## config.mk

```make
export PLATFORM = sky130hd
export DESIGN_NAME = fastcgi_name_value_deframer
export DESIGN_NICKNAME = d
export VERILOG_FILES = /design/src/rtl/core/fcgi_nvd_pkg.sv /design/src/rtl/core/fcgi_nvd_front.sv /design/src/rtl/core/fcgi_nvd_queue.sv /design/src/rtl/core/fcgi_nvd_back.sv /design/src/rtl/core/fastcgi_name_value_deframer.sv
export SDC_FILE = /design/constraint.sdc
export NUM_CORES = 1
export LEC_CHECK = 0
export BUFFER_PORTS_ARGS = -buffer_cell sky130_fd_sc_hd__buf_2
export CAP_MARGIN = 20
export CORE_MARGIN = 3
export CORE_UTILIZATION = 50
export CTS_CLUSTER_DIAMETER = 40
export DETAILED_ROUTE_END_ITERATION = 7
export PLACE_DENSITY = 0.67
export SLEW_MARGIN = 20
export SYNTH_ARGS = -nofsm -noshare
export SYNTH_HDL_FRONTEND = slang
export SYNTH_SLANG_ARGS = --single-unit
```

## constraint.sdc

```tcl
create_clock -name i_clk -period 10.9 [get_ports i_clk]
set_clock_uncertainty 0.2 [all_clocks]
set_input_delay 1.635 -clock i_clk [delete_from_list [all_inputs] [get_ports i_clk]]
set_output_delay 1.635 -clock i_clk [all_outputs]
set_load 0.01 [all_outputs]
```

## src/rtl/core/fcgi_nvd_pkg.sv

```systemverilog
package fcgi_nvd_pkg;

    localparam int unsigned LenW       = 31;
    localparam int unsigned CountW     = 32;
    localparam int unsigned ByteW      = 8;
    localparam int unsigned LongBit    = 7;
    localparam logic [6:0]  Low7Mask   = 7'h7f;
    localparam int unsigned QueueDepth = 4;
    localparam int unsigned TdataW     = 72;
    localparam int unsigned TuserW     = 2;

    // one-hot parser phases
    typedef enum logic [8:0] {
        PH_NL0  = 9'b000000001,
        PH_NL1  = 9'b000000010,
        PH_NL2  = 9'b000000100,
        PH_NL3  = 9'b000001000,
        PH_VL0  = 9'b000010000,
        PH_VL1  = 9'b000100000,
        PH_VL2  = 9'b001000000,
        PH_VL3  = 9'b010000000,
        PH_DATA = 9'b100000000
    } t_phase;

    // one emitted payload byte with its tags
    typedef struct packed {
        logic [LenW-1:0]  value_length;
        logic [LenW-1:0]  name_length;
        logic             pair_last;
        logic             pair_first;
        logic             in_value;
        logic [ByteW-1:0] payload_byte;
    } t_item;

    // queue status seen by the front end
    typedef struct packed {
        logic full;
        logic empty;
    } t_q_status;

endpackage

```

## src/rtl/core/fcgi_nvd_front.sv

```systemverilog
module fcgi_nvd_front (
    input  logic                        i_clk,
    input  logic                        i_rst_n,
    input  logic                        i_valid,
    output logic                        o_ready,
    input  logic [fcgi_nvd_pkg::ByteW-1:0] i_byte,
    input  fcgi_nvd_pkg::t_q_status     i_q_status,
    output logic                        o_push,
    output fcgi_nvd_pkg::t_item         o_item
);

    fcgi_nvd_pkg::t_phase r_phase, n_phase;
    logic [fcgi_nvd_pkg::LenW-1:0]   r_name_len, n_name_len;
    logic [fcgi_nvd_pkg::LenW-1:0]   r_value_len, n_value_len;
    logic [fcgi_nvd_pkg::CountW-1:0] r_bytes_left, n_bytes_left;
    logic r_skip, n_skip;
    logic r_first, n_first;

    logic                          take;
    logic                          is_long;
    logic [fcgi_nvd_pkg::LenW-1:0] short_len;
    logic [fcgi_nvd_pkg::LenW-1:0] long_start;
    logic [fcgi_nvd_pkg::LenW-1:0] name_shift;
    logic [fcgi_nvd_pkg::LenW-1:0] value_shift;
    logic [fcgi_nvd_pkg::LenW-1:0] begin_value;
    logic                          do_begin;
    logic                          last_byte;
    logic                          emit;

    assign o_ready    = !i_q_status.full;
    assign take       = i_valid && o_ready;
    assign is_long    = i_byte[fcgi_nvd_pkg::LongBit];
    assign short_len  = {{(fcgi_nvd_pkg::LenW-fcgi_nvd_pkg::ByteW){1'b0}}, i_byte};
    assign long_start = {{(fcgi_nvd_pkg::LenW-7){1'b0}}, i_byte[6:0] & fcgi_nvd_pkg::Low7Mask};
    assign name_shift = {r_name_len[fcgi_nvd_pkg::LenW-fcgi_nvd_pkg::ByteW-1:0], i_byte};
    assign value_shift = {r_value_len[fcgi_nvd_pkg::LenW-fcgi_nvd_pkg::ByteW-1:0], i_byte};

    assign last_byte = (r_bytes_left <= fcgi_nvd_pkg::CountW'(1));
    assign emit      = (r_phase == fcgi_nvd_pkg::PH_DATA) && !r_skip;

    always_comb begin
        n_phase      = r_phase;
        n_name_len   = r_name_len;
        n_value_len  = r_value_len;
        n_bytes_left = r_bytes_left;
        n_skip       = r_skip;
        n_first      = r_first;
        do_begin     = 1'b0;
        begin_value  = short_len;
        if (take) begin
            case (r_phase)
                fcgi_nvd_pkg::PH_NL0: begin
                    if (is_long) begin
                        n_name_len = long_start;
                        n_phase    = fcgi_nvd_pkg::PH_NL1;
                    end else begin
                        n_name_len = short_len;
                        n_phase    = fcgi_nvd_pkg::PH_VL0;
                    end
                end
                fcgi_nvd_pkg::PH_NL1: begin
                    n_name_len = name_shift;
                    n_phase    = fcgi_nvd_pkg::PH_NL2;
                end
                fcgi_nvd_pkg::PH_NL2: begin
                    n_name_len = name_shift;
                    n_phase    = fcgi_nvd_pkg::PH_NL3;
                end
                fcgi_nvd_pkg::PH_NL3: begin
                    n_name_len = name_shift;
                    n_phase    = fcgi_nvd_pkg::PH_VL0;
                end
                fcgi_nvd_pkg::PH_VL0: begin
                    if (is_long) begin
                        n_value_len = long_start;
                        n_phase     = fcgi_nvd_pkg::PH_VL1;
                    end else begin
                        begin_value = short_len;
                        do_begin    = 1'b1;
                    end
                end
                fcgi_nvd_pkg::PH_VL1: begin
                    n_value_len = value_shift;
                    n_phase     = fcgi_nvd_pkg::PH_VL2;
                end
                fcgi_nvd_pkg::PH_VL2: begin
                    n_value_len = value_shift;
                    n_phase     = fcgi_nvd_pkg::PH_VL3;
                end
                fcgi_nvd_pkg::PH_VL3: begin
                    begin_value = value_shift;
                    do_begin    = 1'b1;
                end
                fcgi_nvd_pkg::PH_DATA: begin
                    if (!r_skip) begin
                        n_first = 1'b0;
                    end
                    if (last_byte) begin
                        n_bytes_left = '0;
                        n_skip       = 1'b0;
                        n_first      = 1'b1;
                        n_phase      = fcgi_nvd_pkg::PH_NL0;
                    end else begin
                        n_bytes_left = r_bytes_left - fcgi_nvd_pkg::CountW'(1);
                    end
                end
                default: begin
                    n_phase = fcgi_nvd_pkg::PH_NL0;
                end
            endcase
            if (do_begin) begin
                // payload length = name + value, zero means next byte opens a new pair
                n_value_len  = begin_value;
                n_skip       = (begin_value == '0);
                n_first      = 1'b1;
                n_bytes_left = {1'b0, r_name_len} + {1'b0, begin_value};
                n_phase      = ((r_name_len == '0) && (begin_value == '0)) ?
                               fcgi_nvd_pkg::PH_NL0 : fcgi_nvd_pkg::PH_DATA;
            end
        end
    end

    always_ff @(posedge i_clk) begin
        if (!i_rst_n) begin
            r_phase      <= fcgi_nvd_pkg::PH_NL0;
            r_name_len   <= '0;
            r_value_len  <= '0;
            r_bytes_left <= '0;
            r_skip       <= 1'b0;
            r_first      <= 1'b1;
        end else begin
            r_phase      <= n_phase;
            r_name_len   <= n_name_len;
            r_value_len  <= n_value_len;
            r_bytes_left <= n_bytes_left;
            r_skip       <= n_skip;
            r_first      <= n_first;
        end
    end

    assign o_push = take && emit;

    always_comb begin
        o_item.payload_byte = i_byte;
        o_item.in_value     = (r_bytes_left <= {1'b0, r_value_len});
        o_item.pair_first   = r_first;
        o_item.pair_last    = last_byte;
        o_item.name_length  = r_name_len;
        o_item.value_length = r_value_len;
    end

    a_data_has_bytes: assert property (@(posedge i_clk) disable iff (!i_rst_n)
        (r_phase == fcgi_nvd_pkg::PH_DATA) |-> (r_bytes_left != '0))
        else $error("payload phase with no bytes left");

    a_push_in_data: assert property (@(posedge i_clk) disable iff (!i_rst_n)
        o_push |-> (r_phase == fcgi_nvd_pkg::PH_DATA) && (r_value_len != '0))
        else $error("push outside a kept pair payload");

    a_last_restarts: assert property (@(posedge i_clk) disable iff (!i_rst_n)
        (take && (r_phase == fcgi_nvd_pkg::PH_DATA) && last_byte)
        |=> (r_phase == fcgi_nvd_pkg::PH_NL0) && r_first && !r_skip)
        else $error("pair end did not restart length decode");

endmodule

```

## src/rtl/core/fcgi_nvd_queue.sv

```systemverilog
module fcgi_nvd_queue #(
    parameter int unsigned DEPTH = fcgi_nvd_pkg::QueueDepth
) (
    input  logic                    i_clk,
    input  logic                    i_rst_n,
    input  logic                    i_push,
    input  fcgi_nvd_pkg::t_item     i_item,
    input  logic                    i_pop,
    output fcgi_nvd_pkg::t_item     o_item,
    output fcgi_nvd_pkg::t_q_status o_status
);

    localparam int unsigned PtrW = (DEPTH > 1) ? $clog2(DEPTH) : 1;
    localparam int unsigned CntW = $clog2(DEPTH + 1);
    localparam logic [PtrW-1:0] LastPtr = PtrW'(DEPTH - 1);
    localparam logic [CntW-1:0] FullCnt = CntW'(DEPTH);

    fcgi_nvd_pkg::t_item r_slots [DEPTH];
    logic [PtrW-1:0] r_wr_ptr, r_rd_ptr;
    logic [CntW-1:0] r_count;
    logic            do_push, do_pop;

    assign o_status.full  = (r_count == FullCnt);
    assign o_status.empty = (r_count == '0);
    assign do_push = i_push && !o_status.full;
    assign do_pop  = i_pop && !o_status.empty;
    assign o_item  = r_slots[r_rd_ptr];

    always_ff @(posedge i_clk) begin
        if (do_push) begin
            r_slots[r_wr_ptr] <= i_item;
        end
    end

    always_ff @(posedge i_clk) begin
        if (!i_rst_n) begin
            r_wr_ptr <= '0;
            r_rd_ptr <= '0;
            r_count  <= '0;
        end else begin
            if (do_push) begin
                r_wr_ptr <= (r_wr_ptr == LastPtr) ? '0 : r_wr_ptr + PtrW'(1);
            end
            if (do_pop) begin
                r_rd_ptr <= (r_rd_ptr == LastPtr) ? '0 : r_rd_ptr + PtrW'(1);
            end
            case ({do_push, do_pop})
                2'b10:   r_count <= r_count + CntW'(1);
                2'b01:   r_count <= r_count - CntW'(1);
                default: r_count <= r_count;
            endcase
        end
    end

    a_no_push_full: assert property (@(posedge i_clk) disable iff (!i_rst_n)
        i_push |-> !o_status.full)
        else $error("push into full queue");

    a_no_pop_empty: assert property (@(posedge i_clk) disable iff (!i_rst_n)
        i_pop |-> !o_status.empty)
        else $error("pop from empty queue");

    a_count_range: assert property (@(posedge i_clk) disable iff (!i_rst_n)
        r_count <= FullCnt)
        else $error("queue count overflow");

endmodule

```

## src/rtl/core/fcgi_nvd_back.sv

```systemverilog
module fcgi_nvd_back (
    input  logic                    i_clk,
    input  logic                    i_rst_n,
    input  fcgi_nvd_pkg::t_q_status i_q_status,
    input  fcgi_nvd_pkg::t_item     i_item,
    output logic                    o_pop,
    output logic                    o_valid,
    input  logic                    i_ready,
    output fcgi_nvd_pkg::t_item     o_item
);

    logic                r_valid, n_valid;
    fcgi_nvd_pkg::t_item r_item;

    // refill output register whenever it is empty or being drained
    assign o_pop   = !i_q_status.empty && (!r_valid || i_ready);
    assign n_valid = o_pop || (r_valid && !i_ready);

    always_ff @(posedge i_clk) begin
        if (!i_rst_n) begin
            r_valid <= 1'b0;
        end else begin
            r_valid <= n_valid;
        end
    end

    always_ff @(posedge i_clk) begin
        if (o_pop) begin
            r_item <= i_item;
        end
    end

    assign o_valid = r_valid;
    assign o_item  = r_item;

    a_hold_stalled: assert property (@(posedge i_clk) disable iff (!i_rst_n)
        (r_valid && !i_ready) |=> r_valid && $stable(r_item))
        else $error("output register changed while stalled");

    a_pop_fills: assert property (@(posedge i_clk) disable iff (!i_rst_n)
        o_pop |=> r_valid)
        else $error("popped item not held");

    a_no_idle_bubble: assert property (@(posedge i_clk) disable iff (!i_rst_n)
        (!r_valid && !i_q_status.empty) |-> o_pop)
        else $error("output idle while queue holds items");

endmodule

```

## src/rtl/core/fastcgi_name_value_deframer.sv

```systemverilog
// FastCGI name-value deframer. Takes the parameter stream one byte per request on the
// s_axis side, decodes each pair's name and value lengths (one byte when bit 7 is clear,
// else four bytes big-endian with bit 7 masked) and sends every name and value byte out
// on m_axis: tdata carries the byte and both lengths, tuser says name or value and marks
// the pair's first byte, tlast marks its last byte. Length bytes and all bytes of a pair
// with a zero value length give no output. Rate: one input byte every cycle, at most one
// output request every cycle; each byte passes through the queue, then the output register.
// A queue of QUEUE_DEPTH entries sits between the parser and the output register, so
// s_axis_tready drops only when that queue is full because the output side has been stalled.
module fastcgi_name_value_deframer #(
    parameter int unsigned QUEUE_DEPTH = fcgi_nvd_pkg::QueueDepth
) (
    input  logic                              i_clk,
    input  logic                              i_rst_n,
    input  logic                              s_axis_tvalid,
    output logic                              s_axis_tready,
    input  logic [fcgi_nvd_pkg::ByteW-1:0]    s_axis_tdata,  // [7:0] in_byte
    output logic                              m_axis_tvalid,
    input  logic                              m_axis_tready,
    output logic [fcgi_nvd_pkg::TdataW-1:0]   m_axis_tdata,  // [7:0] payload_byte,
                                                             // [38:8] name_length,
                                                             // [69:39] value_length, rest 0
    output logic [fcgi_nvd_pkg::TuserW-1:0]   m_axis_tuser,  // [0] in_value, [1] pair_first
    output logic                              m_axis_tlast   // pair_last
);

    // front -> queue
    logic                    push;
    fcgi_nvd_pkg::t_item     front_item;
    // queue -> back
    logic                    pop;
    fcgi_nvd_pkg::t_item     q_item;
    fcgi_nvd_pkg::t_q_status q_status;
    // output register
    fcgi_nvd_pkg::t_item     out_item;

    // length decode and byte classification
    fcgi_nvd_front u_front (
        .i_clk      (i_clk),
        .i_rst_n    (i_rst_n),
        .i_valid    (s_axis_tvalid),
        .o_ready    (s_axis_tready),
        .i_byte     (s_axis_tdata),
        .i_q_status (q_status),
        .o_push     (push),
        .o_item     (front_item)
    );

    // decouples parser from output stalls
    fcgi_nvd_queue #(
        .DEPTH (QUEUE_DEPTH)
    ) u_queue (
        .i_clk    (i_clk),
        .i_rst_n  (i_rst_n),
        .i_push   (push),
        .i_item   (front_item),
        .i_pop    (pop),
        .o_item   (q_item),
        .o_status (q_status)
    );

    // registered master side
    fcgi_nvd_back u_back (
        .i_clk      (i_clk),
        .i_rst_n    (i_rst_n),
        .i_q_status (q_status),
        .i_item     (q_item),
        .o_pop      (pop),
        .o_valid    (m_axis_tvalid),
        .i_ready    (m_axis_tready),
        .o_item     (out_item)
    );

    assign m_axis_tdata = {2'b00, out_item.value_length, out_item.name_length,
                           out_item.payload_byte};
    assign m_axis_tuser = {out_item.pair_first, out_item.in_value};
    assign m_axis_tlast = out_item.pair_last;

endmodule
```

==> flow_summary.json, run 1 <==
{
  "nNetsFinal": 1658,
  "fmax_mhz": 222.3,
  "power.total_mw": 5.131,
  "fillers": 3096,
  "yosysSeqAreaShare_pct": 64.47,
  "final_util_pct": 59.32,
  "crit_fanout": 24,
  "slew-limit-headroom_pct": 37.38,
  "multiInputGateArea_sq_um": 6847,
  "grt_max_degree": 76,
  "grt_pass1_wl_microns": 73840,
  "holdPathEnd": "u_back.o_valid",
  "yosysWarningCount": 0,
  "crit_chain": "nor3_1 -> nand2_1 -> nor4bb_2 -> buf_4 -> and2_1 -> ha_1 -> a21oi_1 -> o21ai_1 -> a211oi_1 -> nor2_1 -> o311a_1 -> o2111a_1 -> or4_1 -> o211ai_1",
  "ff2ff_setup_slack_ps": 6400,
  "layout_commonest_cell": "edfxtp_1",
  "post-synth-top-area-cell": "edfxtp_1",
  "clk-insertion-delay-late_ps": 580,
  "dieWidth_microns": 208.5,
  "core_area_sq_um": 40100,
  "startpoint_type": "register",
  "dp_slack_ps": 6276,
  "max-vdd-ir-drop_uv": 205.0,
  "htreeDepth": 3,
  "path_clk_slew_ps": 60,
  "path_buf_inv": 1,
  "cts.sinks": 478,
  "synth_edf_count": 365,
  "layout_common_cells": "365 x edfxtp_1, 133 x nor2_1, 111 x dfxtp_1, 86 x buf_2, 75 x a21oi_1",
  "timing.final.crit_share_pct": 41.27,
  "synthFlopType": "edfxtp_1",
  "antenna_cells": 0,
  "post_cts_buffers": 0,
  "hold_viol_final": 0,
  "maxCapViolCount": 0,
  "cts_resized": 0,
  "worst_ep_required_time_ps": 11190,
  "setup-tns-final_ps": 0,
  "port_buffers": 86,
  "syn_inst": 1467,
  "grt_pass1_vias": 12920,
  "vias": 12840,
  "drive_gt1_share_pct": 19.00,
  "holdBufCountCts": 0,
  "drc": 0,
  "placed_area_sq_um": 21520,
  "dp.cells": 2029,
  "end_kind": "register",
  "final_cells": 2151,
  "power_density_nw_per_um2": 215.7,
  "drv_slew": 0,
  "async_flop_share_pct": 0,
  "cts_made_buffers": 67,
  "initial_core_util_pct": 51.15,
  "syn_area_per_cell_sq_um": 13.98,
  "cts_root_buf": "clkbuf_16",
  "drt-initial-drc-count": 1069,
  "final-seq-area_sq_um": 13230,
  "wl_per_cell_microns": 21.89,
  "drtPass1Iterations": 7,
  "layout_min_cycle_time_ps": 4499,
  "rsz0062_at_grt": "false",
  "r2r_end": "u_front.r_bytes_left[25]",
  "arrival_ps": 4790,
  "wirelength_microns": 47090,
  "crit_type": "register to register",
  "rows": 73,
  "grt_usage_pct": 21.74,
  "hpwl_microns": 30070,
  "r2r_cells": 14,
  "min-delay-start": "u_back.o_valid",
  "cp_top_family": "simple AND/OR/NAND/NOR gates",
  "reg2reg_from": "u_front.r_phase[1]",
  "syn-cell-area_sq_um": 20510,
  "fin_area_sq_um": 23780,
  "worst_slack_ps": 6401,
  "finalSetupViolations": 0,
  "worst_pin_slew_ps": 936.6,
  "syn_to_final_growth_pct": 15.97,
  "status": "finished clean",
  "hold_depth": 2,
  "p_leak_nw": 8.540,
  "gr-total-overflow": 0,
  "clockBufferDepth": 3,
  "synth_top_area_share_pct": 53.44,
  "ys_top_cells_by_area": "edfxtp_1 53%, dfxtp_1 11%, mux4_2 8.0%",
  "worstHoldPathType": "register to register",
  "slowest_stage": "or4_1",
  "max_stage_delay_ps": 500,
  "finalWeightedCongestion": 0.9203,
  "die-area_sq_um": 43480,
  "viasPerCell": 5.968,
  "antenna_found_initial": 1,
  "drtAntennaViolNets": 0,
  "yosys_register_bits": 478,
  "cts_tree": "built",
  "die_h_microns": 208.5,
  "io_pins": 89,
  "yosysUniqueCellTypes": 75,
  "hold_ws_ps": 304.6
}
-- final cells by class --
type / instances / share of cell area [%]
clock buffer: 84 / 7.623
timing repair buffer: 108 / 2.557
multi-input combinational: 866 / 28.79
sequential: 478 / 55.63
inverter: 53 / 0.8364
clock inverter: 37 / 1.810
tap: 525 / 2.762
-- state kept, by name, indices dropped and copies added (netlist names) --
| register | flops |
|---|---|
| u_front.r_skip | 1 |
| u_front.r_name_len | 31 |
| u_queue.r_slots | 292 |
| u_front.r_value_len | 31 |
| u_front.r_bytes_left | 32 |
| u_back.o_item | 73 |
| u_queue.r_count | 3 |
| u_queue.r_wr_ptr | 2 |
| u_front.r_phase | 9 |
| u_back.o_valid | 1 |
| u_queue.r_rd_ptr | 2 |
| u_front.r_first | 1 |
-- routing by layer --
layer | part of all wire (%) | vias up | GRT usage (%)
met1 | 43 | 6387 | 30.22
met2 | 48 | 432 | 35.13
met4 | 2.7 | 2 | 7.206
met5 | 0.015 | - | 0
met3 | 6.0 | 93 | 3.860
li1 | - | 5923 | -
-- worst reg2reg max path, cell delays in order (launching register included) --
cell,delay [ps]
dfxtp_1,370
nor3_1,480
nand2_1,290
nor4bb_2,320
buf_4,300
and2_1,170
ha_1,310
a21oi_1,220
o21ai_1,110
a211oi_1,240
nor2_1,100
o311a_1,400
o2111a_1,320
or4_1,500
o211ai_1,90
-- logic make-up (layout without fill, tap and decap cells) --
family | count (synthesis) | after routing | share of synthesized area [%]
xor gates and xnor gates | 26 | 26 | 1.110
adders and majority gates | 72 | 72 | 4.466
buffers and inverters | 124 | 282 | 2.361
other | 1 | 2 | 0.01828
and+or+nand+nor | 375 | 375 | 9.120
AOI/OAI and AO/OA | 297 | 297 | 9.407
muxes | 94 | 94 | 9.047
DFF | 478 | 478 | 64.47
-- cell usage after synthesis (3+ instances only) --
cell type  instances
nor2_1           133
inv_1             51
or2_2              3
dfxtp_1          113
a21o_1            22
o21ai_1           20
o31a_1             3
xor2_1            11
a21oi_1           76
edfxtp_1         365
a31oi_1            4
buf_2              3
o21ai_0           41
or4_1              9
and2_1            32
and3_1             5
ha_1              70
nand2b_1           7
buf_1             11
clkbuf_1          54
xnor2_1           15
nor3b_1            6
nand2_1           53
o221ai_1           3
or3_1             10
mux4_2            73
o21a_1             7
o211ai_1           8
o31ai_1            4
nor2b_1            8
o22ai_1            9
nor4_1            26
nand4_1           21
o21bai_1          10
mux2i_1           20
a22oi_1           53
nor3_1            37
a211oi_1           5
a41oi_1            4
nand3_1           14
-- worst max-delay path by stage --
stage                                to                from  slack (ps)  cells after the start
3_5_place_dp   u_front.r_bytes_left[28]     s_axis_tdata[0]        6280                     12
3_3_place_gp   u_front.r_bytes_left[24]     s_axis_tdata[0]        6380                     12
4_1_cts        u_front.r_bytes_left[25]  u_front.r_phase[1]        6450                     14
6_report       u_front.r_bytes_left[25]  u_front.r_phase[1]        6400                     14
5_1_grt        u_front.r_bytes_left[25]  u_front.r_phase[1]        6000                     14
2_1_floorplan        u_queue.r_count[2]       m_axis_tready        3600                      8
-- power by group --
group	leakage [nW]	switching [mW]	internal, mW	total [mW]
Combinational	3.18	0.445	0.322	0.767
Sequential	4.28	0.0782	2.14	2.22
Clock	1.08	0.835	1.31	2.14
Total	8.54	1.36	3.77	5.13
No activity file was read; power rests on OpenSTA's default activity.
==> run 2: changes to the inputs <==
- ABC_AREA: not set -> 1
- clock period: 10.9 -> 4.6 ns (I/O delays scaled with it)
==> run 2 against run 1 <==
Effect of this change: non-clock buffer count grew 19; highest routed layer unchanged; die area grew 5.9%; routed wire length increased by 25%; largest cell class unchanged; critical path type unchanged.
==> flow_summary.json, run 2 <==
{
  "yosysWarningCount": 0,
  "largest_register_ffs": 292,
  "clockPowerShare_pct": 34.2,
  "dieWidth_microns": 214.6,
  "arrival_ps": 4200,
  "p_int_mw": 9.704,
  "ff2ff_setup_slack_ps": 690,
  "final-seq-area_sq_um": 13230,
  "fmax_mhz": 256.0,
  "synthFlopType": "edfxtp_1",
  "post_cts_buffers": 0,
  "rows": 75,
  "grt_pass1_vias": 15940,
  "wirelength_microns": 58830,
  "drv_slew": 0,
  "maxCapViolCount": 0,
  "clk-insertion-delay-late_ps": 600,
  "vias": 16610,
  "path_clk_slew_ps": 60,
  "nNetsFinal": 2418,
  "worst_slack_ps": 694.0,
  "gr-total-overflow": 0,
  "drtAntennaViolNets": 0,
  "clockBufferDepth": 3,
  "slowest_stage": "inv_1",
  "power_density_nw_per_um2": 581.1,
  "syn_inst": 2231,
  "switching_share_pct": 33.91,
  "syn_area_per_cell_sq_um": 9.752,
  "yosys_register_bits": 478,
  "setup-tns-final_ps": 0,
  "p_switching_mw": 4.980,
  "drtPass1Iterations": 7,
  "cts.sinks": 478,
  "cts_root_buf": "clkbuf_16",
  "crit_type": "register to register",
  "status": "finished clean",
  "regMostFlops": "u_queue.r_slots",
  "synth_top_area_share_pct": 50.38,
  "finalWeightedCongestion": 0.9351,
  "finalSetupViolations": 0,
  "htreeDepth": 3,
  "wl_per_cell_microns": 19.86,
  "yosysMostFrequentCell": "edfxtp_1",
  "drc": 0,
  "ys_top_cells_by_area": "edfxtp_1 50%, dfxtp_1 10%, nor2_1 6.1%",
  "timing.final.crit_share_pct": 84.91,
  "cts_made_buffers": 67,
  "post-synth-top-area-cell": "edfxtp_1",
  "cts_resized": 0,
  "dp_slack_ps": 808.7,
  "drt-initial-drc-count": 1632,
  "worst_ep_required_time_ps": 4890,
  "worst_pin_slew_ps": 1073,
  "startpoint_type": "register",
  "p_leak_nw": 10.06,
  "io_pins": 89,
  "core_area_sq_um": 42510,
  "initial_core_util_pct": 51.18,
  "multiInputGateArea_sq_um": 7495,
  "grt_max_degree": 97,
  "antenna_found_initial": 1,
  "hpwl_microns": 40270,
  "grt_usage_pct": 25.26,
  "crit_fanout": 21,
  "layout_min_cycle_time_ps": 3906,
  "port_buffers": 86,
  "worstHoldPathType": "input port to register",
  "viasPerCell": 5.609,
  "slew-limit-headroom_pct": 28.28,
  "p_seq_share_pct": 39.0,
  "async_flop_share_pct": 0,
  "drive_gt1_share_pct": 11.49,
  "synthTopCellsByCount": "365 x edfxtp_1, 356 x nor2_1, 343 x nand2_1",
  "fillers": 3623,
  "die-area_sq_um": 46050,
  "layout_commonest_cell": "edfxtp_1",
  "syn_to_final_growth_pct": 16.15,
  "die_h_microns": 214.6,
  "yosysUniqueCellTypes": 44,
  "max_stage_delay_ps": 380,
  "syn-cell-area_sq_um": 21760,
  "hold_viol_final": 0,
  "end_kind": "register",
  "crit_chain": "nor2_2 -> nand3_4 -> nor2_4 -> inv_1 -> buf_12 -> nor2_1 -> ha_1 -> a21oi_1 -> o21ai_0 -> inv_1 -> nand2_1 -> a21oi_1 -> nand2_1 -> nand2_1 -> nand3_1 -> a21oi_1",
  "synth_edf_count": 365,
  "grt_pass1_wl_microns": 90960,
  "share_comb_of_total_power_pct": 26.9,
  "cts_tree": "built",
  "rsz0062_at_grt": "false",
  "yosysSeqAreaShare_pct": 60.77,
  "antenna_cells": 0,
  "hold_ws_ps": 249.2,
  "layout_common_cells": "365 x edfxtp_1, 351 x nor2_1, 343 x nand2_1, 259 x o21ai_0, 175 x a21oi_1",
  "max-vdd-ir-drop_uv": 595.5,
  "holdBufCountCts": 0
}
run 2: changes by cell type in the layout (fill, tap and decap cells not counted), moves of 73 or more:
| cell | previous run | this run |
|---|---|---|
| a21oi_1 | 75 | 175 |
| inv_1 | 51 | 173 |
| mux4_2 | 73 | 0 |
| nand2_1 | 53 | 343 |
| nor2_1 | 133 | 351 |
| o21ai_0 | 41 | 259 |
run 2: final timing paths:
path,from,endpoint,cells after the start
min reg2reg,u_front.r_phase[6],u_front.r_phase[6],2
min,s_axis_tdata[4],u_queue.r_slots[0][4],1
max,u_front.r_phase[2],u_front.r_bytes_left[27],16
max reg2reg,u_front.r_phase[2],u_front.r_bytes_left[27],16
run 2: per-stage QoR:
step / total power, mW / area, sq um / instances / util (%)
final: 14.68 / 25270 / 2962 / 59.45
after global routing: 15.47 / 25270 / 2962 / 59.45
after CTS: 14.79 / 25270 / 2962 / 59.45
after detailed placement: 9.761 / 23050 / 2842 / 54.23
after global placement: 9.683 / 23050 / 2842 / 54.23
after floorplan: 8.429 / 21760 / 2232 / -
run 2: kinds of logic (layout without fill, tap and decap cells):
logic type	Yosys count	count (layout)	share of synthesized area (%)
AO/OA/AOI/OAI	532	532	12.95
flip-flops	478	478	60.77
AND/OR/NAND/NOR	853	853	16.23
adder cells (fa/ha/maj)	72	72	4.210
buffers and inverters	274	427	4.969
XOR/XNOR	21	21	0.8453
other	1	2	0.01724
run 2: worst max-delay path, delay by kind of cell, from the launching register on:
kind / cells / cell delay [ps]
AND/OR/NAND/NOR: 8 / 1250
buffers and inverters: 3 / 750
AO/OA/AOI/OAI: 4 / 850
flip-flops: 1 / 360
adder cells (fa/ha/maj): 1 / 380
run 2: metal layers:
metal	wire (microns)	GRT usage, %	vias up	share of wire [%]
li1	-	-	7929	-
met5	23	0	-	0.039
met2	27130	39.99	589	46
met3	4031	4.903	121	6.9
met4	1911	8.938	4	3.2
met1	25730	35.05	7971	44
run 2: layout make-up:
type,instances,area share (%)
Timing Repair Buffer,127,3.664
Clock inverter,36,1.560
Clock buffer,84,7.219
Inverter,180,2.689
Tap cell,577,2.857
Multi-Input combinational cell,1480,29.66
Sequential cell,478,52.35
run 2: power groups by stage:
| stage | Sequential [mW] | Clock, mW | Combinational, mW |
|---|---|---|---|
| finish | 5.72 | 5.01 | 3.95 |
| global placement | 5.80 | 0 | 3.88 |
| global route | 5.77 | 5.30 | 4.40 |
| CTS | 5.73 | 5.09 | 3.98 |
| floorplan | 5.92 | 0 | 2.51 |
| detailed placement | 5.81 | 0 | 3.95 |
